$ cat src/sv/tlfa_pkg.sv
// ----------------------------------------------------------------------------
// tlfa_pkg - shared types and constants for the timed lowest-free allocator
// Transfer payloads, the wave record passed along the cell chain, and sizing.
// ----------------------------------------------------------------------------
package tlfa_pkg;

	localparam int MAX_UNITS = 128;
	localparam int IDX_W     = (MAX_UNITS > 1) ? $clog2(MAX_UNITS) : 1;
	localparam int CNT_W     = $clog2(MAX_UNITS + 1);
	localparam int TIME_W    = 33;
	localparam int SUM_W     = 14;

	typedef struct packed {
		logic [31:0] arrival_time;
		logic [7:0]  units_wanted;
		logic [15:0] hold_time;
	} in_t;

	typedef struct packed {
		logic             granted;
		logic [SUM_W-1:0] index_sum;
	} out_t;

	// one token moving down the chain; cnt is the free count on the counting
	// pass and the units still to hand out on the grant pass
	typedef struct packed {
		logic             valid;
		logic             grant;
		logic [CNT_W-1:0] cnt;
		logic [SUM_W-1:0] sum;
	} wave_t;

endpackage

$ cat src/sv/tlfa_cell.sv
// ----------------------------------------------------------------------------
// tlfa_cell - one allocation unit of the chain
// Holds the unit's release time, adds itself to a passing count or grants
// itself to a passing request, and registers the token for its neighbour.
// ----------------------------------------------------------------------------
module tlfa_cell (
	input  logic                        clk,
	input  logic                        arst_n,
	input  logic [tlfa_pkg::IDX_W-1:0]  cell_idx,
	input  logic [31:0]                 now,
	input  logic [tlfa_pkg::TIME_W-1:0] expiry,
	input  logic [tlfa_pkg::CNT_W-1:0]  used,
	input  tlfa_pkg::wave_t             wave_in,
	output tlfa_pkg::wave_t             wave_out
);
	import tlfa_pkg::*;

	logic [TIME_W-1:0] rt_q;
	logic              valid_q;
	logic              grant_q;
	logic [CNT_W-1:0]  cnt_q;
	logic [SUM_W-1:0]  sum_q;
	logic              free;
	logic              take;

	// free when released at or before now; units past the count never join
	always_comb begin
		free = (rt_q <= {1'b0, now}) && (CNT_W'(cell_idx) < used);
		take = wave_in.grant && free && (wave_in.cnt != '0);
	end

	always_ff @(posedge clk or negedge arst_n) begin
		if (!arst_n) begin
			rt_q    <= '0;
			valid_q <= 1'b0;
		end else begin
			valid_q <= wave_in.valid;
			if (wave_in.valid && take)
				rt_q <= expiry;
		end
	end

	always_ff @(posedge clk) begin
		grant_q <= wave_in.grant;
		if (!wave_in.grant) begin
			cnt_q <= wave_in.cnt + CNT_W'(free);
			sum_q <= wave_in.sum;
		end else if (take) begin
			cnt_q <= wave_in.cnt - CNT_W'(1);
			sum_q <= wave_in.sum + SUM_W'(cell_idx) + SUM_W'(1);
		end else begin
			cnt_q <= wave_in.cnt;
			sum_q <= wave_in.sum;
		end
	end

	assign wave_out = '{valid: valid_q, grant: grant_q, cnt: cnt_q, sum: sum_q};

endmodule

$ cat config.mk
export PLATFORM = sky130hd
export DESIGN_NAME = tlfa_cell
export DESIGN_NICKNAME = d
export VERILOG_FILES = /design/src/sv/tlfa_pkg.sv /design/src/sv/tlfa_cell.sv
export SDC_FILE = /design/constraint.sdc
export NUM_CORES = 1
export LEC_CHECK = 0
export ABC_AREA = 1
export CAP_MARGIN = 20
export CORE_MARGIN = 2
export CORE_UTILIZATION = 55
export CTS_CLUSTER_SIZE = 16
export DETAILED_ROUTE_END_ITERATION = 12
export DONT_BUFFER_PORTS = 1
export PLACE_DENSITY = 0.73
export SETUP_SLACK_MARGIN = 0.5
export SLEW_MARGIN = 15
export SYNTH_ARGS = -nofsm -noshare
export SYNTH_HDL_FRONTEND = slang
export SYNTH_SLANG_ARGS = --single-unit
$ cat constraint.sdc
create_clock -name clk -period 2.28 [get_ports clk]
set_input_delay 0.228 -clock clk [delete_from_list [all_inputs] [get_ports clk]]
set_output_delay 0.228 -clock clk [all_outputs]
set_load 0.02 [all_outputs]
==> impl_metrics.csv <==
group,metric,value,unit
grt,antenna_found_initial,0,
die,initial_utilization,57.1,%
sta,hold_viol_final,0,
sta,fin_crit_sh,108,%
power,vdd_ir_drop_max,0.000289,V
clock_network,cts_tree,"built",
routing,drt_iter0_markers,174,
grt,grt_start_max_net_pins,35,
critical_path,endpoint_kind,"flip-flop",
routing,antenna_left,0,
sta,max_freq,0.404,GHz
job,cap_violations,0,
routing,drt-wirelength-per-cell,15.2,µm
sta,maxSlewViolCount,0,
sta,relSlewSlack,63.2,%
critical_path,rr_startpoint,"rt_q[31]",
run_status,violations,"setup timing",
die,die_w,88.2,µm
min_path,min_to,"rt_q[12]",
synthesis,yosysUniqueCellTypes,30,
clock_network,clk_latency,340,ps
cells_and_area,layout-drive-gt1-share,17.7,%
cells_and_area,regArea,1310,µm²
critical_path,cp_max_fo,6,
critical_path,reg2reg_depth,17,
clock_network,cts-root-buf,"clkbuf_8",
grt,grt_pass1_vias,3488,
synthesis,yosysTopAreaCell,"dfrtp_1",
synthesis,synth.yosys.seq_area_share,33.6,%
sta,grt_setup_unrepaired,"true",
routing,dr.pass1.iters,4,
routing,drt-total-wl,10.4,mm
die,rows,30,
synthesis,synth_edf_count,0,
power,p_seq_share,44.5,%
synthesis,synthCells,544,
synthesis,yosys.cell_count.top_type,"nand2_1",
power,switching_share,27.9,%
sta,fin_ws,-193,ps
min_path,worstHoldStart,"expiry[12]",
synthesis,synth_seq_cells,57,
routing,drc,0,
die,ioPinCount,130,
placed_design,place.gp.congestion,0.856,
synthesis,syn_nets,700,
synthesis,synth_common_cells,"nand2_1 (184), inv_1 (81), ha_1 (49), o21ai_0 (45), dfrtp_1 (34)",
power,powerDensity,498,nW/µm²
sta,tightest_slew,551,ps
placed_design,hpwl,6.89,mm
power,power.switching,0.697,mW
synthesis,synth.area.top_cells,"dfrtp_1 (22%), nand2_1 (18%), ha_1 (16%)",
grt,grt.total_usage,26.1,%
sta,skew,11.8,ps
min_path,hold_class,"input pin to flip-flop",
cells_and_area,area_growth,29.0,%
sta,whs,8.05,ps
synthesis,synth_top_area_share,21.8,%
cells_and_area,postLayoutCoreUtil,73.6,%
power,p_clk_share,39.8,%
grt,grt_pass1_wl,15.6,mm
synthesis,synth_flop_cell,"dfrtp_1",
critical_path,critPathLaunchType,"flip-flop",
critical_path,required,2490,ps
die,design.die.area,7780,µm²
die,coreArea,6830,µm²
sta,setup_viol_count_final,52,
critical_path,reg2reg_slack,-190,ps
clock_network,htreeDepth,3,
power,leakage,2.72,nW
grt,overflow,0,
cells_and_area,n_fill_cell,554,
power,internal_power,1.81,mW
critical_path,critPathArrivalTime,2680,ps
synthesis,syn_area,3900,µm²
cells_and_area,n_antenna_cell,0,
clock_network,clk_path_buf_depth,2,
routing,viasPerCell,5.33,
clock_network,cts_sinks,57,
routing,via_count,3654,
min_path,hold_depth,2,
power,combPwrFrac,15.7,%
placed_design,port_buffers,0,
run_status,outcome,"finished with violations",
critical_path,path_class,"flip-flop to flip-flop",
die,die_h,88.2,µm
clock_network,numCtsBuffers,9,
synthesis,ys_async_sr_fraction,59.6,%
cells_and_area,nNetsFinal,740,
synthesis,avgSynthCellArea,7.16,µm²
sta,fin_crit,2470,ps
cells_and_area,multi_input_area,2470,µm²
synthesis,yosysWarnings,0,
clock_network,cts.clk_slew.worst_paths,70,ps
critical_path,critPathLaunch,"rt_q[31]",
critical_path,crit-reg2reg-capture,"rt_q[31]",
[cells in the final DEF, fill, tap and decap left out, types with 2 or more instances in the layout]
cell type and instances:
a21o_1 3, a21oi_1 16, a21oi_2 5, buf_12 5, buf_16 4, buf_4 14
buf_8 3, clkbuf_16 3, clkbuf_8 13, dfrtp_1 34, dfxtp_1 23, dlygate4sd3_1 15
ha_1 37, ha_4 11, inv_1 77, inv_2 3, nand2_1 171, nand2_2 11
nand2_4 2, nand3_1 23, nand3_2 4, nand3b_1 2, nand4_1 10, nor2_1 15
nor2_2 7, nor2_4 4, nor3_1 4, o21ai_0 19, o21ai_1 19, o21ai_2 7
xnor2_1 7, xor2_1 4
[registers in the layout, summed over array words and instances, names as in the netlist]
register and cells:
valid_q 1, cnt_q 8, grant_q 1, sum_q 14, rt_q 33
[layout make-up]
| cell class | instances | area share [%] |
|---|---|---|
| clock buffers | 15 | 4.13 |
| clock inverters | 1 | 0.0995 |
| inverters | 81 | 6.30 |
| multi-input cells | 390 | 49.0 |
| flip-flops and latches | 57 | 26.1 |
| well taps | 96 | 2.39 |
| repair buffers | 44 | 11.8 |
| repair inverters | 1 | 0.174 |
[worst max-delay path by stage]
stage,endpoint,slack (ps)
floorplan,cnt_q[6],20
global placement,cnt_q[7],-50
detailed placement,cnt_q[7],-110
CTS,cnt_q[6],-90
global route,cnt_q[6],-330
finish,rt_q[31],-190
[through the flow]
step,power [mW],setup WS [ps],cells,instance area (µm²),setup TNS (ps)
after floorplan,1.37,23.9,544,3940,0
after global placement,1.42,-45.4,635,4050,-91.1
after detailed placement,1.42,-114,635,4050,-370
after CTS,2.45,-89.0,673,4660,-676
after global routing,2.63,-332,685,5030,-11010
final,2.50,-193,685,5030,-5090
[repair_timing]
item                       in CTS  in global routing
hold endpoints to repair       46                  2
setup endpoints to repair      55                 55
resized for setup              14                 69
buffers inserted                3                  7
cloned                          5                  3
pin swaps                      14                 32
hold buffers                   14                  2
[critical path, stage by stage (launching register included)]
cell and delay, ps:
dfrtp_1 410, ha_4 230, inv_2 70, nor2_4 50, buf_4 140, nand3_2 90, nor2_2 50, nand2_1 60
nand2_1 60, nor2_2 100, nand2_2 80, buf_4 140, nand2_2 80, nand4_4 110, buf_12 180, bufbuf_16 260
o21ai_1 150, nand2_1 90
[kinds of logic after synthesis]
group	count (synthesis)	synth area share [%]
fa+ha+maj	50	16.2
buf+inv	97	10.3
xor+xnor	11	2.47
flops	57	33.6
simple gates	257	27.6
compound gates	72	9.66
[power by group through the flow]
stage / registers, mW / logic (mW) / clock network, mW
2_1_floorplan: 1.12 / 0.249 / 0
3_3_place_gp: 1.13 / 0.288 / 0
3_5_place_dp: 1.13 / 0.296 / 0
4_1_cts: 1.11 / 0.337 / 1.01
5_1_grt: 1.12 / 0.449 / 1.06
6_report: 1.11 / 0.393 / 0.996
[routing by layer]
metal	share of wire, %	global-route usage [%]	vias to the layer above	wire length [µm]
met5	0	0	-	0
met4	1.5	9.78	0	155
met3	6.3	6.97	13	661
met2	53	46.8	118	5500
met1	39	29.6	1706	4100
li1	-	-	1817	-
No activity file was read; power rests on OpenSTA's default activity.
